<file path="config.mk">
export PLATFORM = sky130hd
export DESIGN_NAME = khv_div
export DESIGN_NICKNAME = d
export VERILOG_FILES = /design/src/rtl/keypoint_heading_validator_macros.svh /design/src/rtl/khv_div.sv
export SDC_FILE = /design/constraint.sdc
export NUM_CORES = 2
export LEC_CHECK = 0
export ABC_AREA = 1
export CORE_ASPECT_RATIO = 2
export CORE_MARGIN = 1
export CORE_UTILIZATION = 30
export DETAILED_ROUTE_END_ITERATION = 7
export DONT_BUFFER_PORTS = 1
export SLEW_MARGIN = 0
export SYNTH_ARGS = -nofsm -noshare
export SYNTH_HDL_FRONTEND = slang
export SYNTH_SLANG_ARGS = --single-unit
</file>
<file path="constraint.sdc">
create_clock -name clk_i -period 16.05 [get_ports clk_i]
set_input_delay 1.605 -clock clk_i [delete_from_list [all_inputs] [get_ports clk_i]]
set_output_delay 1.605 -clock clk_i [all_outputs]
set_load 0.03 [all_outputs]
</file>
<file path="src/rtl/keypoint_heading_validator_macros.svh">
// Assertion macros for the keypoint heading validator.
// Used by the top level only; expects clk_i and rst_ni in scope.
`ifndef KEYPOINT_HEADING_VALIDATOR_MACROS_SVH
`define KEYPOINT_HEADING_VALIDATOR_MACROS_SVH

// same-cycle implication
`define KHV_ASSERT_IMPL(lbl, ante, cons, msg) \
  lbl: assert property (@(posedge clk_i) disable iff (!rst_ni) (ante) |-> (cons)) \
    else $error(msg);

// next-cycle implication
`define KHV_ASSERT_NEXT(lbl, ante, cons, msg) \
  lbl: assert property (@(posedge clk_i) disable iff (!rst_ni) (ante) |=> (cons)) \
    else $error(msg);

`endif

</file>
<file path="src/rtl/khv_div.sv">
// Pipelined restoring divider: floor(num * 2^30 / den), four quotient bits
// per stage over eight stages. No dependencies.
module khv_div (
  input  logic        clk_i,
  input  logic        en_i,
  input  logic [17:0] num_i,
  input  logic [19:0] den_i,
  output logic [31:0] quot_o
);

  localparam int SPS = 4;
  localparam int STG = 32 / SPS;

  logic [19:0] rem_q  [STG];
  logic [31:0] quot_q [STG];
  logic [31:0] feed_q [STG];
  logic [19:0] den_q  [STG];

  for (genvar s = 0; s < STG; s++) begin : g_stg
    logic [19:0] rem_in, rem_n, den_in;
    logic [31:0] quot_in, quot_n, feed_in, feed_n;

    if (s == 0) begin : g_first
      assign rem_in  = {4'b0, num_i[17:2]};
      assign quot_in = '0;
      assign feed_in = {num_i[1:0], 30'b0};
      assign den_in  = den_i;
    end else begin : g_next
      assign rem_in  = rem_q[s-1];
      assign quot_in = quot_q[s-1];
      assign feed_in = feed_q[s-1];
      assign den_in  = den_q[s-1];
    end

    always_comb begin
      logic [20:0] t, diff;
      rem_n  = rem_in;
      quot_n = quot_in;
      feed_n = feed_in;
      for (int k = 0; k < SPS; k++) begin
        t    = {rem_n, feed_n[31]};
        diff = t - {1'b0, den_in};
        if (t >= {1'b0, den_in}) begin
          rem_n  = diff[19:0];
          quot_n = {quot_n[30:0], 1'b1};
        end else begin
          rem_n  = t[19:0];
          quot_n = {quot_n[30:0], 1'b0};
        end
        feed_n = {feed_n[30:0], 1'b0};
      end
    end

    always_ff @(posedge clk_i) begin
      if (en_i) begin
        rem_q[s]  <= rem_n;
        quot_q[s] <= quot_n;
        feed_q[s] <= feed_n;
        den_q[s]  <= den_in;
      end
    end
  end

  assign quot_o = quot_q[STG-1];

endmodule

</file>
# After elaboration in Yosys (flattened, before gate mapping)

Memories as Yosys holds them, arrays and structs flattened.
Index checks and enable logic that the tools add are counted.

Register bits after elaboration: 0
Latch bits: 0
Memory bits (writable): 800
ROM bits: 0
Word-level logic and storage cells: 134
Memories: 4

Memory list:

| name   | words | width | read ports | clocked after memory_dff | write ports | line          | source |
|---|---|---|---|---|---|---|---|
| quot_q | 8     | 32    | 8          | 0                        | 8           | khv_div.sv:15 | `logic [31:0] quot_q [STG];` |
| feed_q | 8     | 28    | 7          | 0                        | 8           | khv_div.sv:16 | `logic [31:0] feed_q [STG];` |
| den_q  | 8     | 20    | 7          | 0                        | 8           | khv_div.sv:17 | `logic [19:0] den_q [STG];` |
| rem_q  | 8     | 20    | 7          | 0                        | 8           | khv_div.sv:14 | `logic [19:0] rem_q [STG];` |

Add/subtract/negate cells: 32
Multipliers: 0
Div/mod/pow operators: 0
Order comparisons: 32
Equality and inequality tests: 0
Shift-type cells: 0
Muxes and demuxes: 66
Bitwise gates (word level): 0
Reduce and logical (&&, ||, !) cells: 0

Operator list:

| cell             | count |
|---|---|
| $ge A21 B20 Y1   | 31 |
| $mux W20         | 32 |
| $sub A20 B20 Y20 | 31 |
| $mux W1          | 34 |
| $ge A17 B20 Y1   | 1 |
| $sub A17 B20 Y20 | 1 |

# Logic depth before layout (Yosys ltp)

An unclocked memory read counts as a cell.

Depth in word-level cells: 9
Mapped depth: 64

# Worst setup path after synthesis

OpenSTA, ideal clock, no wires.

Kind: input-to-reg
Start: input num_i[1]
End: memory rem_q[0][1], data pin
Setup time: 0.252 ns
Data arrival time: 8.503 ns
Required time: 15.798 ns
Path slack: 7.295 ns
Stages: 57
Path through: inv_1 -> ha_1 -> inv_1 -> fa_1 -> nand3_1 -> nand2_1 -> nand3_1 -> nand4_2 -> inv_1 -> clkbuf_1 -> o21a_1 -> inv_1 -> ha_1 -> nand2_1 -> o21ai_0 -> nand2_1 -> nand2_1 -> nand2_1 -> [21 not listed] -> nand3_1 -> nand2_1 -> ha_1 -> nand2_1 -> nand2_1 -> a21oi_1 -> nand2_1 -> nand2_1 -> nand2_1 -> a21oi_1 -> o21ai_0 -> nand2_1 -> nand2_1 -> a21oi_1 -> nand3_1 -> clkbuf_1 -> nand2_1 -> nand2_1

RTL lines:

| item        | line          | source |
|---|---|---|
| from (decl) | khv_div.sv:6  | `input logic [17:0] num_i,` |
| to (decl)   | khv_div.sv:14 |  |

==> impl_metrics.json <==
{
  "netlist.area_leader.share": 0.237,
  "skew_ns": 0.0538,
  "clock_latency_ns": 0.69,
  "overflow": 0,
  "htree_levels": 2,
  "die-height_um": 601,
  "min_path_type": "flip-flop to flip-flop",
  "rsz0062_at_grt": "no",
  "dr.pass1.iters": 8,
  "ys_ff_latch": 424,
  "cp_max_fo": 23,
  "numCtsBuffers": 49,
  "place_hpwl_um": 178000,
  "maxSlewViolCount": 138,
  "netlist_top_cells_area": "edfxtp_1 (24%), nand2_1 (20%), ha_1 (14%)",
  "gp_congestion": 0.998,
  "final_common_cell": "nand2_1",
  "cts_tree": "built",
  "synth_nets": 8755,
  "r2r_cells": 46,
  "async_reset_ff_frac": 0,
  "cts_setup_buffers": 0,
  "period_share": 0.735,
  "antenna_found_initial": 2,
  "critPathArrivalTime_ns": 12.20,
  "yosysSeqAreaShare": 0.237,
  "drtIter0Drc": 3174,
  "syn_inst": 8090,
  "violations": "DRC, slew limit",
  "worstMarginPinSlew_ns": 1.66,
  "core_area_um2": 178000,
  "worstPathRequired_ns": 16.44,
  "grt_use_total": 0.232,
  "grt_pass1_vias": 54200,
  "die_x_um": 301,
  "grt_pass1_wl_um": 316000,
  "synth_cell_types": 57,
  "ys_warn_count": 0,
  "synth_edf_count": 424,
  "r2r_end": "rem_q[1][15]",
  "grt_max_degree": 425,
  "slowest_delay_ns": 0.66,
  "finalSetupTns_ns": 0,
  "crit_path_start_kind": "primary input",
  "drt-vias-per-instance": 5.17,
  "nNetsFinal": 8700,
  "wirelength_um": 214000,
  "worstSetupPathType": "primary input to flip-flop",
  "post_route_cells_drive_above_1_share": 0.0312,
  "crit_end": "rem_q[0][11]",
  "area_delta_synth_final_pct": 7.49,
  "clkTransAtPathRegs_ns": 0.07,
  "cts-resized-gates": 0,
  "synth_area_leader_cell": "edfxtp_1",
  "fin_crit_ns": 11.80,
  "max_slew_margin": -0.105,
  "die_area_um2": 181000,
  "port-buffer-count": 0,
  "crit_top_cell": "nand2_1",
  "rrSetupSlack_ns": 4.33,
  "drc": 12,
  "cts_hold_buffers": 0,
  "fmax_mhz": 84.7,
  "hold_viol_final": 0,
  "finalSetupViolCount": 0,
  "syn_avg_cell_area_um2": 6.64,
  "cts.path.max_buffers": 3,
  "maxCapViolCount": 0,
  "critPathSlowestCell": "nand3_1",
  "wire_per_inst_um": 20.6,
  "cp-startpoint": "den_i[13]",
  "r2r_start": "den_q[0][16]",
  "syn-cell-area_um2": 53700,
  "status": "complete, but fails checks",
  "pin_count": 72,
  "start_util": 0.302,
  "crit_path_end_kind": "flip-flop",
  "vias": 53700,
  "synthFlopType": "edfxtp_1",
  "root_buffer": "clkbuf_16",
  "cts.sinks": 424,
  "final_cell_mix": "nand2_1 (2843), inv_1 (953), ha_1 (615), a21oi_1 (578), nand3_1 (514)",
  "drtAntennaViolNets": 0,
  "rows": 219
}
[area by class of cell]
| class | count | area (um^2) |
|---|---|---|
| antenna | 1 | 2.50 |
| clock buffer | 54 | 1270 |
| clock inverter | 37 | 410 |
| fill | 19500 | 120000 |
| inverter | 978 | 3680 |
| multi-input combinational | 6555 | 36600 |
| sequential | 424 | 12700 |
| tap | 2320 | 2900 |
| timing repair buffer | 27 | 203 |
[cell families (layout without fill, tap and decap cells)]
logic type / count (synthesis) / in the layout / synth area share
buffers and inverters: 1111 / 1096 / 0.0826
AOI/OAI and AO/OA: 1198 / 1198 / 0.122
DFF: 424 / 424 / 0.237
xor gates and xnor gates: 501 / 501 / 0.0817
other: 0 / 1 / 0
and+or+nand+nor: 4231 / 4231 / 0.330
adders and majority gates: 625 / 625 / 0.147
[per-stage QoR]
step | instances | instance area [um^2] | hold WS (ns) | setup WS (ns) | util
floorplan | 8090 | 53700 | 0.400 | 7.29 | -
global placement | 10300 | 56100 | 0.401 | 3.59 | 0.315
detailed placement | 10300 | 56100 | 0.405 | 3.58 | 0.315
CTS | 10400 | 57800 | 0.413 | 4.25 | 0.325
global route | 10400 | 57800 | 0.416 | 3.10 | 0.325
finish | 10400 | 57800 | 0.415 | 4.25 | 0.325
[worst max-delay path: cells and delay by family]
kind | cells | cell delay (ns)
AO/OA/AOI/OAI | 14 | 3.19
buffers and inverters | 6 | 1.55
AND/OR/NAND/NOR | 22 | 4.26
adder cells (fa/ha/maj) | 4 | 1.56
[how the worst min path moves through the flow]
stage / start / endpoint / depth (start not counted) / slack (ns)
3_5_place_dp: quot_q[0][39] / quot_q[0][75] / 0 / 0.40
5_1_grt: quot_q[1][34] / quot_q[1][70] / 0 / 0.42
3_3_place_gp: quot_q[1][67] / quot_q[1][103] / 0 / 0.40
4_1_cts: quot_q[0][0] / quot_q[0][36] / 0 / 0.41
2_1_floorplan: quot_q[0][64] / quot_q[0][100] / 0 / 0.40
6_report: quot_q[0][0] / quot_q[0][36] / 0 / 0.41
[metal layers]
metal | track usage | part of all wire | vias up
met3 | 0.0241 | 0.032 | 853
met5 | 0 | 0.000047 | -
met2 | 0.459 | 0.55 | 1636
li1 | - | - | 26600
met1 | 0.188 | 0.30 | 24600
met4 | 0.233 | 0.12 | 2
[Yosys cell counts, types with 22 or more instances]
| cell | instances |
|---|---|
| nor2_1 | 490 |
| or2_2 | 35 |
| edfxtp_1 | 424 |
| buf_2 | 74 |
| o21ai_1 | 55 |
| nand2_1 | 2843 |
| o21bai_1 | 42 |
| nand3_1 | 514 |
| a31oi_1 | 39 |
| nor3_1 | 68 |
| xor2_1 | 268 |
| inv_1 | 953 |
| xnor2_1 | 233 |
| nor4_1 | 22 |
| nand3b_1 | 38 |
| inv_2 | 23 |
| a21o_1 | 54 |
| ha_1 | 615 |
| nand4_1 | 126 |
| clkbuf_1 | 24 |
| o21ai_0 | 338 |
| a21boi_0 | 22 |
| a21oi_1 | 578 |
[state kept, by name, indices dropped and copies added, names as in the netlist]
signal	count
quot_q	144
rem_q	140
den_q	140
Power is not shown: default switching activity piles up to over one toggle a cycle in this logic, so the estimate is an artifact.
