[config.mk]
export PLATFORM = sky130hd
export DESIGN_NAME = khv_prep
export DESIGN_NICKNAME = d
export VERILOG_FILES = /design/src/rtl/keypoint_heading_validator_macros.svh /design/src/rtl/khv_pkg.sv /design/src/rtl/khv_prep.sv
export SDC_FILE = /design/constraint.sdc
export NUM_CORES = 1
export LEC_CHECK = 0
export CAP_MARGIN = 5
export CELL_PAD_IN_SITES_DETAIL_PLACEMENT = 0
export CELL_PAD_IN_SITES_GLOBAL_PLACEMENT = 1
export CORE_MARGIN = 2
export CORE_UTILIZATION = 52
export CTS_CLUSTER_SIZE = 14
export DETAILED_ROUTE_END_ITERATION = 8
export DONT_BUFFER_PORTS = 1
export PLACE_DENSITY_LB_ADDON = 0.1
export SLEW_MARGIN = 20
export SYNTH_ARGS = -nofsm -noshare
export SYNTH_HDL_FRONTEND = slang
export SYNTH_SLANG_ARGS = --single-unit
[constraint.sdc]
create_clock -name clk_i -period 9.01 [get_ports clk_i]
set_clock_uncertainty 0.05 [all_clocks]
set_input_delay 2.2525 -clock clk_i [delete_from_list [all_inputs] [get_ports clk_i]]
set_output_delay 2.2525 -clock clk_i [all_outputs]
set_load 0.1 [all_outputs]
[src/rtl/keypoint_heading_validator_macros.svh]
// Assertion macros for the keypoint heading validator.
// Used by the top level only; expects clk_i and rst_ni in scope.
`ifndef KEYPOINT_HEADING_VALIDATOR_MACROS_SVH
`define KEYPOINT_HEADING_VALIDATOR_MACROS_SVH

// same-cycle implication
`define KHV_ASSERT_IMPL(lbl, ante, cons, msg) \
  lbl: assert property (@(posedge clk_i) disable iff (!rst_ni) (ante) |-> (cons)) \
    else $error(msg);

// next-cycle implication
`define KHV_ASSERT_NEXT(lbl, ante, cons, msg) \
  lbl: assert property (@(posedge clk_i) disable iff (!rst_ni) (ante) |=> (cons)) \
    else $error(msg);

`endif

[src/rtl/khv_pkg.sv]
// Shared types, constants and tables of the keypoint heading validator.
// No dependencies.
package khv_pkg;

  localparam int ImageSize = 512;

  localparam logic [1:0] CfgMaxDist = 2'd0;
  localparam logic [1:0] CfgHeadMin = 2'd1;
  localparam logic [1:0] CfgYolkMin = 2'd2;

  localparam int CordicSteps = 16;

  localparam logic [17:0] AtanTab [CordicSteps] = '{
    18'd184320, 18'd108810, 18'd57492, 18'd29184, 18'd14649, 18'd7331, 18'd3667, 18'd1833,
    18'd917, 18'd458, 18'd229, 18'd115, 18'd57, 18'd29, 18'd14, 18'd7
  };

  localparam logic [14:0] HeadUp   = 15'd23040;
  localparam logic [14:0] HeadDown = 15'd11520;
  localparam logic [18:0] ZMax     = 19'd368640;

  typedef struct packed {
    logic signed [9:0] dx;
    logic signed [9:0] dy;
    logic [17:0]       dx2;
    logic [17:0]       dy2;
    logic [19:0]       d2;
    logic              ok;
  } prep_t;

  function automatic logic [8:0] khv_coord(logic [8:0] c);
    logic [12:0] lim;
    lim = 13'(ImageSize);
    if ({4'b0, c} >= lim) begin
      return 9'(ImageSize - 1);
    end
    return c;
  endfunction

endpackage

[src/rtl/khv_prep.sv]
// Front stages: coordinate clamp, differences, squares and all accept checks.
// Two register stages; depends on khv_pkg.
module khv_prep (
  input  logic                clk_i,
  input  logic                en_i,
  input  logic [8:0]          head_x_i,
  input  logic [8:0]          head_y_i,
  input  logic [8:0]          yolk_x_i,
  input  logic [8:0]          yolk_y_i,
  input  logic [15:0]         head_conf_i,
  input  logic [15:0]         yolk_conf_i,
  input  logic [9:0]          max_dist_i,
  input  logic [15:0]         head_min_i,
  input  logic [15:0]         yolk_min_i,
  output khv_pkg::prep_t      prep_o
);

  logic [8:0] hx, hy, yx, yy;
  logic signed [9:0] dx_d, dy_d;
  logic [8:0] adx, ady;
  logic signed [9:0] dx_q, dy_q;
  logic [17:0] dx2_q, dy2_q;
  logic zero_q, conf_q;
  logic [19:0] d2, mdsq;
  khv_pkg::prep_t prep_q;

  always_comb begin
    hx = khv_pkg::khv_coord(head_x_i);
    hy = khv_pkg::khv_coord(head_y_i);
    yx = khv_pkg::khv_coord(yolk_x_i);
    yy = khv_pkg::khv_coord(yolk_y_i);
    dx_d = $signed({1'b0, hx}) - $signed({1'b0, yx});
    dy_d = $signed({1'b0, hy}) - $signed({1'b0, yy});
    adx = dx_d[9] ? 9'(-dx_d) : dx_d[8:0];
    ady = dy_d[9] ? 9'(-dy_d) : dy_d[8:0];
  end

  always_ff @(posedge clk_i) begin
    if (en_i) begin
      dx_q   <= dx_d;
      dy_q   <= dy_d;
      dx2_q  <= {9'b0, adx} * {9'b0, adx};
      dy2_q  <= {9'b0, ady} * {9'b0, ady};
      zero_q <= (hx == '0) && (hy == '0) && (yx == '0) && (yy == '0);
      conf_q <= (head_conf_i >= head_min_i) && (yolk_conf_i >= yolk_min_i);
    end
  end

  assign d2   = {2'b0, dx2_q} + {2'b0, dy2_q};
  assign mdsq = {10'b0, max_dist_i} * {10'b0, max_dist_i};

  always_ff @(posedge clk_i) begin
    if (en_i) begin
      prep_q.dx  <= dx_q;
      prep_q.dy  <= dy_q;
      prep_q.dx2 <= dx2_q;
      prep_q.dy2 <= dy2_q;
      prep_q.d2  <= d2;
      prep_q.ok  <= (d2 <= mdsq) && (d2 >= 20'd9) && !zero_q && conf_q;
    end
  end

  assign prep_o = prep_q;

endmodule

---- Yosys cells after proc, flatten, opt, wreduce, memory -nomap -nowiden ----
Cells that the tools add are included.
operators by class
  reduce and logical (&&, ||, !) cells .... 12
  multiply operators ...................... 3
  $lt $le $gt $ge ......................... 4
  $add $sub $neg .......................... 5
  multiplexer cells ....................... 2
operator list
  operator                                                                               count
  9-bit logical NOT                                                                      4
  9-bit by 9-bit multiplier with 18-bit output                                           2
  16-bit greater-or-equal comparator                                                     2
  19-bit by 20-bit <= comparator with 1-bit output                                       1
  10-bit by 10-bit multiplier with 20-bit output                                         1
  9-bit by 9-bit subtractor with 10-bit output                                           2
  18-bit by 18-bit adder with 19-bit output                                              1
  19-bit by 4-bit greater-or-equal comparator with 1-bit output (second input constant)  1
  9-bit 2-to-1 mux                                                                       2
  9-bit negation                                                                         2
  1-bit logical AND                                                                      7
  1-bit logical NOT                                                                      1
word-level totals
  output and inout port bits .............. 77
  word-level logic and storage cells ...... 38
  bits of input ports ..................... 112
  flip-flop bits (word level) ............. 135

---- Longest topological paths before layout ----
Gate-level depths: netlist of run 1.
  depth after elaboration ................. 5
  depth in mapped cells ................... 30
  mapped depth without buffers ............ 29

---- Worst setup path before layout of run 1 ----
Ideal clock, no wire load.
  kind .................................... input port to flip-flop
  start ................................... input port head_y_i[0]
  end ..................................... register dy2_q[14], data pin
  stages on the path ...................... 26
  arrival ................................. 8.012 ns
  required time ........................... 8.702 ns
  path buffers ............................ 0
  setup time .............................. 0.258 ns
  setup slack ............................. 0.691 ns
  cell sequence ........................... inv_1 > ha_1 > fa_1 > ha_1 > nor4bb_1 > and3_1 > nor3_1 > a211oi_1 > nor2_1 > xnor2_1 > inv_2 > or2_2 > fa_1 > fa_1 > inv_1 > fa_1 > inv_1 > fa_1 > inv_1 > ha_1 > a21boi_0 > o21ai_0 > a21oi_1 > a41oi_1 > nor2b_1 > xnor2_1
on the way
  longest elaborated chain between the ends .. 4
RTL lines
  element                                           RTL line        text
  start, declared                                   khv_prep.sv:7   input logic [8:0] head_y_i,
  9-bit by 9-bit subtractor with 10-bit output (*)  khv_prep.sv:33  dy_d = $signed({1'b0, hy}) - $signed({1'b0, yy});
  9-bit negation                                    khv_prep.sv:35  ady = dy_d[9] ? 9'(-dy_d) : dy_d[8:0];
  9-bit 2-to-1 mux (*)                              khv_prep.sv:35
  9-bit by 9-bit multiplier with 18-bit output (*)  khv_prep.sv:43  dy2_q <= {9'b0, ady} * {9'b0, ady};
  end signal, assigned                              khv_prep.sv:43
  end, declared                                     khv_prep.sv:22  logic [17:0] dx2_q, dy2_q;
Every way passes the cells marked *; elsewhere a longest branch is shown, timed or not.
A chain may end at the register's enable or synchronous reset.

---- Worst setup path in the final report of run 1 ----
  start ................................... input port head_y_i[0]
  end ..................................... register dy2_q[16], data pin
Same word-level chain as after synthesis.

==> results of run 1 <==
## worst paths after layout
kind	to	start	cells after the start	slack, ns
worst min-delay path	prep_o[60]$_DFFE_PP_	dy_q[3]$_DFFE_PP_	0	0.37
worst max-delay path	dy2_q[16]$_DFFE_PP_	head_y_i[0]	26	0.69
worst max register to register	prep_o[0]$_DFFE_PP_	dy2_q[3]$_DFFE_PP_	17	4.82
worst min register to register	prep_o[60]$_DFFE_PP_	dy_q[3]$_DFFE_PP_	0	0.37
## critical path, delay by kind of cell
family | cells | cell delay, ns
AOI/OAI and AO/OA | 6 | 1.14
and+or+nand+nor | 5 | 0.84
buffers and inverters | 5 | 0.32
adders and majority gates | 8 | 3.47
xor gates and xnor gates | 2 | 0.41
## cells by family after synthesis
kind of cell / Yosys count / synth area share (%)
flip-flops: 126 / 27.2
XOR/XNOR: 87 / 5.66
adder cells (fa/ha/maj): 321 / 35.5
AND/OR/NAND/NOR: 347 / 13.0
buffers and inverters: 309 / 8.59
AO/OA/AOI/OAI: 197 / 9.62
other: 1 / 0.0269
multiplexers: 6 / 0.458
## placed cells by master, fill, tap and decap left out, types with 12 or more instances in the layout
cell type  synthesis  routed
nor3_1            29      29
xnor2_1           47      47
o21ai_0           36      36
or2_2             24      24
nand2_1           52      52
inv_1            277     277
nand2b_1          25      25
edfxtp_1         126     126
a21oi_1           58      58
nor4_1            15      15
nor2b_1           18      18
ha_1             198     198
xor2_1            38      38
a21o_1            34      34
fa_1             123     123
and2_1            28      28
buf_4              6      12
nor2_1           100     100
clkbuf_16          0      17
## metal layers
layer  wire [µm]  share of wire (%)
met1       12500                 43
met2       14400                 50
met3        1510                5.2
met4         419                1.5
met5           0                  0
## registers in the layout, indices dropped and copies added (netlist names)
| register | flops |
|---|---|
| conf_q | 1 |
| dy_q | 10 |
| dx_q | 10 |
| zero_q | 1 |
| dx2_q | 16 |
| dy2_q | 16 |
| prep_o | 72 |
## per-stage QoR
step / setup slack, ns / hold WS [ns] / cells / instance area [µm²] / util (%)
after floorplan: 0.691 / 0.350 / 1396 / 13900 / -
after global placement: 0.376 / 0.350 / 1718 / 14400 / 54.8
after detailed placement: 0.210 / 0.358 / 1718 / 14400 / 54.8
after CTS: 0.653 / 0.372 / 1750 / 14900 / 57.0
after global routing: 0.0289 / 0.378 / 1750 / 14900 / 57.0
final: 0.695 / 0.370 / 1750 / 14900 / 57.0
## cell type report
cell class	count	area (µm²)
fill	2333	11300
inverter	282	1060
tap	335	419
sequential	126	3780
timing repair buffer	14	145
clock buffer	17	425
clock inverter	15	153
multi-input combinational	961	8950
==> reports/results.tsv, run 1 <==
metric	value	unit
run status	complete, no violations	
Antenna Nets Post-Route	0	
setup TNS	0	ns
Root Driver	clkbuf_16	
GPL Wtd Cong	0.819	
routed vias/inst	5.38	
DRT Pass-1 Iters	5	
ys async rst share	0	%
met3 GRT Util	4.23	%
most frequent cell after synthesis	inv_1	
grt peak-use layer	met2	
global route overflow	0	
routed wire length	28.8	mm
cell mode on critical path	fa_1	
clk_lat worst skew	0.43	ns
gr usage total	21.4	%
Total Die Area	28100	µm²
worst min path class	reg -> reg	
clock-pin transition on the worst setup and hold timing paths	0.07	ns
share of cells above drive strength 1	6.78	%
clk sink count	126	
Max Fclk	120	MHz
Setup-failing EPs final	0	
DRC	0	
worst slew pin tran	1.02	ns
first-pass GRT wire length	47.2	mm
#FFs+latches synth	126	
synth top area cells	edfxtp_1, ha_1, fa_1	
port bufs	0	
die width	168	µm
initial antenna violation count	0	
final hold violations	0	
EDFF count, synth	126	
CP arrival	8.44	ns
top fanout value on the critical path	10	
synth unique cells	72	
CTS buffer count	17	
ANT cells	0	
ys flop type	edfxtp_1	
Synth Warn #	0	
core region area	26200	µm²
gate count of the mapped netlist	1394	
maxcap violations	0	
# resized after CTS	0	
Rel. slew slack	32.0	%
Mean Syn Cell Area	9.98	µm²
Die Span Y	168	µm
largest net degree at the start of global routing	127	
Site Rows	59	
fin. max-slew vios	0	
initial drt markers	520	
Final min period	8.32	ns
CP required	9.14	ns
CP Class	in -> reg	
Crit path largest cell delay	0.58	ns
top cell type's share of synthesized area	27.2	%
RSZ-0062 raised after global routing	no	
met2 GRT Util	38.5	%
met1 Use GR	26.4	%
Setup Buffers After CTS	0	
hpwl dp	24.0	mm
# IOs	189	
Netlist Area Pre-Place	13900	µm²
Commonest cells post-synth	inv_1, ha_1, edfxtp_1, fa_1, nor2_1	
fin nets	1835	
routed len/inst	16.4	µm
Final Cycle Share	92.3	%
Critical Path Source Type	input pin	
Syn-to-layout area delta	7.28	%
sequential-to-total area share from yosys stat	27.2	%
Yosys top cell by area	edfxtp_1	
via count	9413	
Initial Util	53.1	%
CTS tree	yes	
slowest CP cell	fa_1	
vias in the first global route	9596	
Post-CTS Hold Fix Bufs	0	
maximum buffer depth of the clock tree	2	
CTS H-Tree Depth	4	
CP endpoint kind	register	
Power of run 1 is not shown: default switching activity piles up to over one toggle a cycle in this logic, so the estimate is an artifact.
==> run 2: changes to the inputs <==
--- a/config.mk
+++ b/config.mk
@@ -13,6 +13,7 @@
 export CTS_CLUSTER_SIZE = 14
 export DETAILED_ROUTE_END_ITERATION = 8
 export DONT_BUFFER_PORTS = 1
+export MAX_ROUTING_LAYER = met4
 export PLACE_DENSITY_LB_ADDON = 0.1
 export SLEW_MARGIN = 20
 export SYNTH_ARGS = -nofsm -noshare
==> run 2 against run 1 <==
  * Final cell count unchanged
  * Clock-buffer cell count unchanged
  * Core utilization unchanged
  * Wire length about the same
  * Cell area unchanged
  * Via count up 0.36%
==> reports/results.tsv, run 2 (synthesis results as in run 1) <==
metric	value	unit
CTS H-Tree Depth	4	
cell mode on critical path	fa_1	
CTS buffer count	17	
most frequent cells in the layout	inv_1, ha_1, edfxtp_1	
final hold violations	0	
max reg flops	72	
gr usage total	22.0	%
Setup Buffers After CTS	0	
Initial Util	53.1	%
CTS tree	yes	
routed len/inst	16.4	µm
Critical Path Source Type	input pin	
port bufs	0	
# resized after CTS	0	
run status	complete, no violations	
DRC	0	
CP endpoint kind	register	
worst slew pin tran	1.02	ns
CP required	9.14	ns
GPL Wtd Cong	0.832	
Max Fclk	120	MHz
top fanout value on the critical path	10	
clk_lat worst skew	0.43	ns
DRT Pass-1 Iters	5	
global route overflow	0	
clock-pin transition on the worst setup and hold timing paths	0.07	ns
initial drt markers	502	
setup TNS	0	ns
worst min path class	reg -> reg	
maxcap violations	0	
most common cell after layout, fill and taps aside	inv_1	
Final Cycle Share	92.3	%
vias in the first global route	9606	
CP Class	in -> reg	
hpwl dp	24.0	mm
Setup-failing EPs final	0	
Final min period	8.31	ns
share of cells above drive strength 1	6.78	%
ANT cells	0	
slowest CP cell	fa_1	
die width	168	µm
Rel. slew slack	32.0	%
initial antenna violation count	0	
via count	9447	
# IOs	189	
Syn-to-layout area delta	7.28	%
Site Rows	59	
clk sink count	126	
Antenna Nets Post-Route	0	
core region area	26200	µm²
Crit path largest cell delay	0.58	ns
Die Span Y	168	µm
first-pass GRT wire length	47.2	mm
largest net degree at the start of global routing	127	
Total Die Area	28100	µm²
Root Driver	clkbuf_16	
routed vias/inst	5.40	
fin nets	1835	
RSZ-0062 raised after global routing	no	
routed wire length	28.7	mm
maximum buffer depth of the clock tree	2	
Post-CTS Hold Fix Bufs	0	
CP arrival	8.44	ns
fin. max-slew vios	0	
-- run 2: through the flow --
step | utilization (%) | cells | worst slack (ns) | hold WS, ns | area (µm²)
4_1_cts | 57.0 | 1750 | 0.653 | 0.372 | 14900
3_3_place_gp | 54.8 | 1718 | 0.376 | 0.350 | 14400
5_1_grt | 57.0 | 1750 | 0.0310 | 0.378 | 14900
2_1_floorplan | - | 1396 | 0.691 | 0.350 | 13900
6_report | 57.0 | 1750 | 0.695 | 0.370 | 14900
3_5_place_dp | 54.8 | 1718 | 0.210 | 0.358 | 14400
-- run 2: final cells by class --
type | count | area (µm²)
fill | 2333 | 11300
multi-input combinational | 961 | 8950
sequential | 126 | 3780
inverter | 282 | 1060
clock buffer | 17 | 425
tap | 335 | 419
clock inverter | 15 | 153
timing repair buffer | 14 | 145
-- run 2: final timing paths --
check | startpoint | end | slack, ns | depth (start not counted)
setup / recovery | head_y_i[0] | dy2_q[16]$_DFFE_PP_ | 0.70 | 26
hold / removal | dy_q[3]$_DFFE_PP_ | prep_o[60]$_DFFE_PP_ | 0.37 | 0
setup reg to reg | dy2_q[3]$_DFFE_PP_ | prep_o[0]$_DFFE_PP_ | 4.82 | 17
hold reg to reg | dy_q[3]$_DFFE_PP_ | prep_o[60]$_DFFE_PP_ | 0.37 | 0
-- run 2: worst max-delay path, delay by kind of cell --
family | cells | cell delay, ns
buffers and inverters | 5 | 0.32
AND/OR/NAND/NOR | 5 | 0.84
adder cells (fa/ha/maj) | 8 | 3.47
XOR/XNOR | 2 | 0.41
AO/OA/AOI/OAI | 6 | 1.14
-- run 2: layer usage --
metal  track usage [%]  vias to the layer above  share of wire (%)
li1                  -                     4655                  -
met1              26.4                     4530                 44
met2              38.5                      233                 50
met3              4.35                       29                4.8
met4              4.99                        0                1.4
met5                 -                        -                  0
Power of run 2 is left out for the same reason.
