**src/rtl/keypoint_heading_validator_macros.svh**
```systemverilog
// Assertion macros for the keypoint heading validator.
// Used by the top level only; expects clk_i and rst_ni in scope.
`ifndef KEYPOINT_HEADING_VALIDATOR_MACROS_SVH
`define KEYPOINT_HEADING_VALIDATOR_MACROS_SVH

// same-cycle implication
`define KHV_ASSERT_IMPL(lbl, ante, cons, msg) \
  lbl: assert property (@(posedge clk_i) disable iff (!rst_ni) (ante) |-> (cons)) \
    else $error(msg);

// next-cycle implication
`define KHV_ASSERT_NEXT(lbl, ante, cons, msg) \
  lbl: assert property (@(posedge clk_i) disable iff (!rst_ni) (ante) |=> (cons)) \
    else $error(msg);

`endif

```
**src/rtl/khv_isqrt.sv**
```systemverilog
// Pipelined digit-by-digit integer square root, SPS result bits per stage.
// Gives floor root and remainder; no dependencies.
module khv_isqrt #(
  parameter int W   = 32,
  parameter int SPS = 4
) (
  input  logic             clk_i,
  input  logic             en_i,
  input  logic [W-1:0]     rad_i,
  output logic [W/2-1:0]   root_o,
  output logic [W/2:0]     rem_o
);

  localparam int HW  = W / 2;
  localparam int STG = HW / SPS;

  logic [HW:0]   rem_q  [STG];
  logic [HW-1:0] root_q [STG];
  logic [W-1:0]  rad_q  [STG];

  for (genvar s = 0; s < STG; s++) begin : g_stg
    logic [HW:0]   rem_in, rem_n;
    logic [HW-1:0] root_in, root_n;
    logic [W-1:0]  rad_in, rad_n;

    if (s == 0) begin : g_first
      assign rem_in  = '0;
      assign root_in = '0;
      assign rad_in  = rad_i;
    end else begin : g_next
      assign rem_in  = rem_q[s-1];
      assign root_in = root_q[s-1];
      assign rad_in  = rad_q[s-1];
    end

    always_comb begin
      logic [HW+2:0] t, trial, diff;
      rem_n  = rem_in;
      root_n = root_in;
      rad_n  = rad_in;
      for (int k = 0; k < SPS; k++) begin
        t     = {rem_n, rad_n[W-1:W-2]};
        trial = {1'b0, root_n, 2'b01};
        diff  = t - trial;
        if (t >= trial) begin
          rem_n  = diff[HW:0];
          root_n = {root_n[HW-2:0], 1'b1};
        end else begin
          rem_n  = t[HW:0];
          root_n = {root_n[HW-2:0], 1'b0};
        end
        rad_n = {rad_n[W-3:0], 2'b00};
      end
    end

    always_ff @(posedge clk_i) begin
      if (en_i) begin
        rem_q[s]  <= rem_n;
        root_q[s] <= root_n;
        rad_q[s]  <= rad_n;
      end
    end
  end

  assign root_o = root_q[STG-1];
  assign rem_o  = rem_q[STG-1];

endmodule

```
**config.mk**
```make
export PLATFORM = sky130hd
export DESIGN_NAME = khv_isqrt
export DESIGN_NICKNAME = d
export VERILOG_FILES = /design/src/rtl/keypoint_heading_validator_macros.svh /design/src/rtl/khv_isqrt.sv
export SDC_FILE = /design/constraint.sdc
export NUM_CORES = 1
export LEC_CHECK = 0
export ABC_CLOCK_PERIOD_IN_PS = 11600
export BUFFER_PORTS_ARGS = -buffer_cell sky130_fd_sc_hd__buf_2
export CORE_MARGIN = 10
export CORE_UTILIZATION = 40
export DETAILED_ROUTE_END_ITERATION = 7
export PLACE_DENSITY = 0.64
export SLEW_MARGIN = 0
export SYNTH_ARGS = -nofsm -noshare
export SYNTH_HDL_FRONTEND = slang
export SYNTH_SLANG_ARGS = --single-unit
```
**constraint.sdc**
```tcl
create_clock -name clk_i -period 11.6 [get_ports clk_i]
set_input_delay 0.58 -clock clk_i [delete_from_list [all_inputs] [get_ports clk_i]]
set_output_delay 0.58 -clock clk_i [all_outputs]
set_load 0.05 [all_outputs]
```
; After elaboration in Yosys (flattened, before gate mapping)
; Memories as Yosys holds them, arrays and structs flattened.
; Index checks and enable logic that the tools add are counted.
[classes]
n_addsub = 16
n_lt_le_gt_ge = 16
muxes = 34
[op_table]
columns = operator, count
row1 = $mux 17, 16
row2 = $ge 19x18->1, 12
row3 = $sub 17x17->17, 12
row4 = $ge 19x3->1, 1
row5 = $ge 19x4->1, 1
row6 = $ge 19x5->1, 1
row7 = $mux 1, 18
row8 = $sub 17x3->17, 1
row9 = $sub 17x4->17, 1
row10 = $sub 17x5->17, 1
row11 = $sub 2x1->3 const B, 1
row12 = $ge 2x1->1 const B, 1
[word_totals]
ff_bits = 0
mem_bits_rw = 228
in_bits = 34
out_inout_bits = 33
n_memories = 3
[mem_list]
columns = name, words, width, rd, rd_clocked_by_memory_dff, wr, line_no
row1 = rad_q, 4, 24, 3, 0, 4, khv_isqrt.sv:19  ; logic [W-1:0] rad_q [STG];
row2 = rem_q, 4, 17, 4, 0, 4, khv_isqrt.sv:17  ; logic [HW:0] rem_q [STG];
row3 = root_q, 4, 16, 4, 0, 4, khv_isqrt.sv:18  ; logic [HW-1:0] root_q [STG];

; Logic depth before layout (Yosys ltp)
; Gate-level depths: netlist of the first run.
; An unclocked memory read counts as a cell.
[logic_depth]
word_depth = 9
mapped_depth = 53
mapped_depth_nobuf = 45

; Least setup slack after synthesis of the first run
; OpenSTA, ideal clock, no wires.
[synth_path]
kind = reg-to-reg
start = mem root_q[1][6] (netlist name)
end = mem rem_q[2][10] (netlist name) (data pin)
setup_ns = 0.260
arrival_ns = 10.703
required_ns = 11.340
setup_slack_ns = 0.638
path_stages_with_launch = 49
path_buffers = 9
path_cell_list = edfxtp_1 inv_1 ha_1 a21o_1 a21o_1 nor3_1 a21bo_2 nand2b_1 buf_2 inv_1 clkbuf_1 o21ai_0 ha_1 nand4_1 a211o_1 or3_1 a2111oi_0 a311oi_1 (+13 left out) o21bai_1 a21o_1 and2_1 a2111oi_0 o211a_1 nand3_2 clkinv_1 buf_1 a21oi_1 ha_1 clkbuf_1 and3_1 nand2_1 or4_1 a2111oi_0 nand3b_1 clkbuf_1 mux2_2
[synth_rtl]
columns = element, line_no
row1 = "start, declared", khv_isqrt.sv:18
row2 = "end, declared", khv_isqrt.sv:17

==> results by group, run 1 <==
Setup path
  – Worst r2r dst: rem_q[2][5]
  – Crit Reg-Reg Startpoint: root_q[1][0]
  – Critical-path top delay cell: or4_1
  – Arr. time, crit path: 11.00 ns
  – CP Class: reg2reg
  – Flop2flop setup slack: 0.80 ns
  – Crit Path Max Fanout: 17
  – Startpoint types: flop
  – R2R cell count: 45
  – CP endpoint: rem_q[2][5]
  – Crit. Startpoint: root_q[1][0]
  – Worst setup EP type: flop
  – Worst EP required: 11.80 ns
  – Worst path max stage delay: 0.46 ns

Synthesis
  – Post-Syn Area: 16,000 um^2
  – Post-Synth Adder-Cell Area: 12.0%
  – Largest cells by area after synthesis: edfxtp_1 (29%), ha_1 (12%), xnor2_1 (6.0%)
  – Complex-gate fraction of the synthesized area: 22.6%
  – Main combinational cell family by area after synthesis: compound AO/OA/AOI/OAI gates
  – Syn Inst Count: 1,875
  – Synth area leader: edfxtp_1
  – XOR/XNOR Fraction of Synth Area: 9.05%
  – Mean post-synth cell area: 8.52 um^2
  – Post-synthesis mux area share: 2.31%
  – Unique masters post-synth: 95
  – Yosys warnings: 0
  – Post-synth EDFFs: 156
  – Register area share after synthesis: 29.3%
  – Area share of the largest cell type after synthesis: 29.3%
  – Ys async rst share: 0%
  – Synth Flop Type: edfxtp_1
  – Synth Area in Simple Gates: 20.5%
  – Seq cells post-synth: 156

STA
  – Final TNS setup: 0 ns
  – Peak Freq: 92.6 MHz
  – Fin crit share: 93.1%
  – Max-slew headroom: 37.7%
  – Worst hold margin: 0.301 ns
  – RSZ-0062 raised after global routing: false
  – Final worst clock skew: 0.00947 ns
  – Final Hold Viols: 0
  – Fin. max-slew vios: 0
  – Worst-margin pin slew: 0.912 ns
  – Final setup violating endpoints: 0
  – Post-layout min period: 10.80 ns

Global routing
  – First-pass GRT wire length: 71,800 um
  – Met3 usage: 2.93%
  – GR peak layer: met2
  – GR Layer Usage met1: 24.6%
  – Initial antenna violation count: 0
  – Grt ovf: 0
  – Vias in the first global route: 13,500
  – Total track usage: 18.5%
  – GRT met2 Usage: 30.0%
  – Pin count of the biggest net entering global routing: 97

Drt
  – Final WL: 45,500 um
  – First DRT Iteration DRCs: 1,374
  – DR pass1 iterations: 6
  – Remaining antenna violation count: 0
  – Drt wl/cell: 18.4 um
  – Vias per std cell: 5.83
  – Vias: 14,400
  – DRC viols: 0

CTS
  – Clock Sinks: 156
  – Worst-skew pair later-pin latency: 0.45 ns
  – H-tree depth: 4
  – Clk buf depth: 2
  – Number of buffers inserted by hold repair at cts: 0
  – CTS tree: done
  – Worst-path clk slew: 0.07 ns
  – CTS root buffer: clkbuf_16
  – Clock buffer count from CTS: 17

Floorplanning
  – Die Wd: 220 um
  – Die height: 220 um
  – Core ar.: 39,600 um^2
  – Row Count: 73
  – Die area: 48,300 um^2
  – Starting Density: 40.3%
  – Io pins: 67

Run status
  – Outcome: finished, final reports clean

Cells and area
  – Fin area: 17,500 um^2
  – Antenna diodes: 0
  – Commonest non-fill, non-tap cell in the layout: nor2_1
  – Area grow syn2layout: 9.66%
  – Nets: 2,119
  – Fillers: 3,889
  – Most frequent cells in the layout: nor2_1 (176), a21oi_1 (170), edfxtp_1 (156), ha_1 (153), nand2_1 (143)
  – Layout cells sized above 1: 10.4%

Place
  – Routability-driven placement congestion ratio: 0.988
  – Buffers added on ports: 66
  – Placed inst area: 16,900 um^2
  – HPWL after detailed placement: 36,000 um

Flow run
  – Max-Cap Viols: 0

Worst hold path
  – HP Class: in2reg
## cell families after synthesis
group / after synthesis
and+or+nand+nor: 642
muxes: 34
adders and majority gates: 153
DFF: 156
xor gates and xnor gates: 165
buffers and inverters: 169
AOI/OAI and AO/OA: 555
other: 1
## layer usage
layer | wire, um | vias up | share of wire [%]
met5 | 0 | - | 0
met4 | 1010 | 0 | 2.2
met3 | 2580 | 58 | 5.7
met2 | 21200 | 472 | 47
met1 | 20700 | 6774 | 45
li1 | - | 7090 | -
## final cells by class
cell class / count / area, um^2 / share of cell area (%)
clock inverter: 15 / 159 / 0.907
clock buffer: 17 / 425 / 2.43
timing repair buffer: 89 / 509 / 2.91
tap: 525 / 657 / 3.75
sequential: 156 / 4680 / 26.7
multi-input combinational: 1551 / 10600 / 60.7
inverter: 117 / 443 / 2.53
## registers in the layout, summed over array words and instances (netlist names)
register / cells
rem_q: 68
rad_q: 48
root_q: 40
## worst min-delay path by stage
stage                start      endpoint  slack [ns]  cells past startpoint
2_1_floorplan  rad_q[0][2]  rad_q[1][10]        0.40                      0
3_3_place_gp   rad_q[0][0]   rad_q[1][8]        0.40                      0
3_5_place_dp   rad_q[0][2]  rad_q[1][10]        0.41                      0
4_1_cts          rad_i[20]  rad_q[0][20]        0.27                      1
5_1_grt          rad_i[20]  rad_q[0][20]        0.27                      1
6_report         rad_i[20]  rad_q[0][20]        0.30                      1
## synth_stat cells (20+ instances only)
cell type / count
nand2_1: 143
clkbuf_1: 31
nor3_1: 55
a31oi_1: 22
xor2_1: 56
o21bai_1: 21
nand2b_1: 21
or2_2: 21
o21ai_0: 109
nand4_1: 20
nor4_1: 25
ha_1: 153
o31ai_1: 21
inv_1: 111
edfxtp_1: 156
nor2b_1: 24
xnor2_1: 109
o21a_1: 20
a21o_1: 53
nor2_1: 176
mux2_2: 23
a21oi_1: 170
nand3_1: 48
## what timing repair did
item	4_1_cts	5_1_grt
gates resized for setup	0	6
buffers inserted	0	0
setup endpoints to repair	0	15
## metrics by stage
stage	setup slack (ns)	instances	utilization (%)
global route	0.0706	2470	44.2
global placement	0.690	2438	42.7
finish	0.803	2470	44.2
CTS	0.648	2470	44.2
floorplan	0.638	1876	-
detailed placement	0.700	2438	42.7
## worst max-delay path, delay by kind of cell (launching register included)
family,cells,cell delay (ns)
AO/OA/AOI/OAI,17,3.63
AND/OR/NAND/NOR,14,2.90
buffers and inverters,9,1.76
adder cells (fa/ha/maj),4,1.51
flip-flops,1,0.38
multiplexers,1,0.35
Power of run 1 is not shown: default switching activity piles up to over one toggle a cycle in this logic, so the estimate is an artifact.
==> inputs of run 2 (changes only) <==
--- a/config.mk
+++ b/config.mk
@@ -5,12 +5,14 @@
 export SDC_FILE = /design/constraint.sdc
 export NUM_CORES = 1
 export LEC_CHECK = 0
-export ABC_CLOCK_PERIOD_IN_PS = 11600
+export ABC_CLOCK_PERIOD_IN_PS = 12300
 export BUFFER_PORTS_ARGS = -buffer_cell sky130_fd_sc_hd__buf_2
 export CORE_MARGIN = 10
 export CORE_UTILIZATION = 40
 export DETAILED_ROUTE_END_ITERATION = 7
-export PLACE_DENSITY = 0.64
+export GPL_TIMING_DRIVEN = 0
+export PLACE_DENSITY = 0.62
+export RECOVER_POWER = 25
 export SLEW_MARGIN = 0
 export SYNTH_ARGS = -nofsm -noshare
 export SYNTH_HDL_FRONTEND = slang
==> constraint.sdc (replaced) <==
create_clock -name clk_i -period 12.3 [get_ports clk_i]
set_input_delay 0.615 -clock clk_i [delete_from_list [all_inputs] [get_ports clk_i]]
set_output_delay 0.615 -clock clk_i [all_outputs]
set_load 0.05 [all_outputs]
==> run 2 against run 1 <==
Against the previous run: the flow now finishes with violations (capacitance limit, slew limit); clock skew rose by 0.0095 ns; non-clock buffer count grew 30; count of clock-buffer cells in the layout did not move; die area stayed put; via count decreased by 0.19%; critical path depth did not move; largest cell class unchanged.
==> results by group, run 2 (synthesis results as in run 1) <==
Cells and area
  – Fin cells: 2,500 (+1.2%)
  – Antenna diodes: 0 (unchanged)
  – Number of flip-flops in the largest register: 68 (unchanged)
  – Area grow syn2layout: 10.9%
  – Most frequent cells in the layout: nor2_1 (176), a21oi_1 (170), edfxtp_1 (156), ha_1 (153), nand2_1 (143)
  – Layout cells sized above 1: 10.9% (+0.55 points)
  – Nets: 2,149 (+1.4%)
  – Fin util: 44.7% (+0.49 points)
  – Fin area: 17,700 um^2 (+1.1%)
  – Commonest non-fill, non-tap cell in the layout: nor2_1
  – Largest Register: rem_q
  – Biggest regs: rem_q: 68 flops, rad_q: 48 flops, root_q: 40 flops

CTS
  – CTS root buffer: clkbuf_16
  – Clock buffer count from CTS: 17 (unchanged)
  – CTS tree: done
  – Worst-path clk slew: 0.08 ns (about the same)
  – Clock Sinks: 156 (unchanged)
  – H-tree depth: 4 (unchanged)
  – Clk buf depth: 2 (unchanged)
  – Worst-skew pair later-pin latency: 0.48 ns (+0.03 ns)
  – Number of buffers inserted by hold repair at cts: 0 (unchanged)

STA
  – Peak Freq: 85.6 MHz (-7.6%)
  – Final Hold Viols: 0 (unchanged)
  – Final worst clock skew: 0.0190 ns (+0.00948 ns)
  – Final setup violating endpoints: 0 (unchanged)
  – Fin. max-slew vios: 54 (+54)
  – Worst-margin pin slew: 3.14 ns (+2.23 ns)
  – Max-slew headroom: -109% (-150 points)
  – Final TNS setup: 0 ns (unchanged)
  – Fin crit share: 95.0% (+1.9 points)
  – Post-layout min period: 11.68 ns (+0.883 ns)

Setup path
  – CP Class: reg2reg
  – Crit Path Max Fanout: 12 (-5)
  – Critical-path top delay cell: a221oi_2
  – Startpoint types: flop
  – Worst EP required: 12.53 ns (+0.73 ns)
  – Worst path max stage delay: 0.62 ns (+0.16 ns)
  – Arr. time, crit path: 11.92 ns (+0.92 ns)
  – Worst setup EP type: flop

Floorplanning
  – Row Count: 73 (unchanged)
  – Core ar.: 39,600 um^2 (unchanged)
  – Io pins: 67 (unchanged)
  – Starting Density: 40.3% (unchanged)
  – Die height: 220 um (unchanged)
  – Die area: 48,300 um^2 (unchanged)
  – Die Wd: 220 um (unchanged)

Drt
  – Metal3 WL: 2130 um (-18%)
  – Top routing layer in use: met4
  – DR pass1 iterations: 6 (unchanged)
  – DRC viols: 0 (unchanged)
  – Remaining antenna violation count: 0 (unchanged)
  – Met1 WL: 21,100 um (+2.1%)
  – WL met2: 20,500 um (-3.3%)
  – First DRT Iteration DRCs: 1,147 (-17%)
  – Final WL: 44,500 um (-2.2%)
  – Drt wl/cell: 17.8 um (-3.3%)
  – Vias: 14,400 (-0.19%)
  – Vias per std cell: 5.75 (-1.4%)

Place
  – HPWL after detailed placement: 35,400 um (-1.6%)
  – Dpl cells: 2,467 (+1.2%)
  – Buffers added on ports: 65 (-1.5%)
  – Routability-driven placement congestion ratio: 0.898 (-9.1%)
  – Placed inst area: 17,000 um^2 (+0.45%)

Global routing
  – First-pass GRT wire length: 70,300 um (-2.1%)
  – Initial antenna violation count: 0 (unchanged)
  – Vias in the first global route: 13,300 (-1.8%)
  – Pin count of the biggest net entering global routing: 104 (+7.2%)
  – Total track usage: 18.2% (-0.20 points)
  – Grt ovf: 0 (unchanged)

Worst hold path
  – HP Class: in2reg

Run status
  – Outcome: finished, violations left
  – Failing checks: capacitance limit, slew limit

Flow run
  – Max-Cap Viols: 1 (+1)
==> run 2: what timing repair did <==
item,in CTS,in global routing
setup buffers,1,5
gates resized for setup,24,24
gates cloned,0,0
pin swaps,0,3
setup endpoints to repair,36,53
==> run 2: critical path: cells and delay by family, from the launching register on <==
family	cells	cell delay, ns
AO/OA/AOI/OAI	19	4.58
adder cells (fa/ha/maj)	4	1.38
buffers and inverters	12	2.69
flip-flops	1	0.47
multiplexers	2	0.67
AND/OR/NAND/NOR	8	1.62
==> run 2: path summary, 6_finish.rpt <==
| kind | from | endpoint | slack (ns) | cells past startpoint |
|---|---|---|---|---|
| hold / removal | rad_i[21] | rad_q[0][21] | 0.30 | 1 |
| hold reg to reg | rad_q[0][13] | rad_q[1][21] | 0.42 | 0 |
| setup reg to reg | root_q[2][6] | rem_q[3][14] | 0.62 | 45 |
| setup / recovery | root_q[2][6] | rem_q[3][14] | 0.62 | 45 |
==> run 2: final cells by class <==
type                            count  area [um^2]
Clock inverter                     15          149
Sequential cell                   156         4680
Inverter                          117          444
Tap cell                          525          657
Timing Repair Buffer               72          393
Clock buffer                       17          425
Buffer                             47          236
Fill cell                        3951        21900
Multi-Input combinational cell   1551        10700
==> run 2: layer usage <==
| layer | vias to the layer above | GRT usage (%) |
|---|---|---|
| li1 | 7179 | - |
| met1 | 6768 | 24.8 |
| met2 | 363 | 29.2 |
| met3 | 57 | 3.04 |
| met4 | 0 | 5.39 |
| met5 | - | 0 |
==> run 2: through the flow <==
stage | setup WS (ns) | hold WS [ns]
after floorplan | 1.34 | 0.400
after global placement | -2.07 | 0.401
after detailed placement | -2.12 | 0.405
after CTS | 0.0751 | 0.263
after global routing | -0.00581 | 0.270
final | 0.619 | 0.298
Power of run 2 is left out for the same reason.
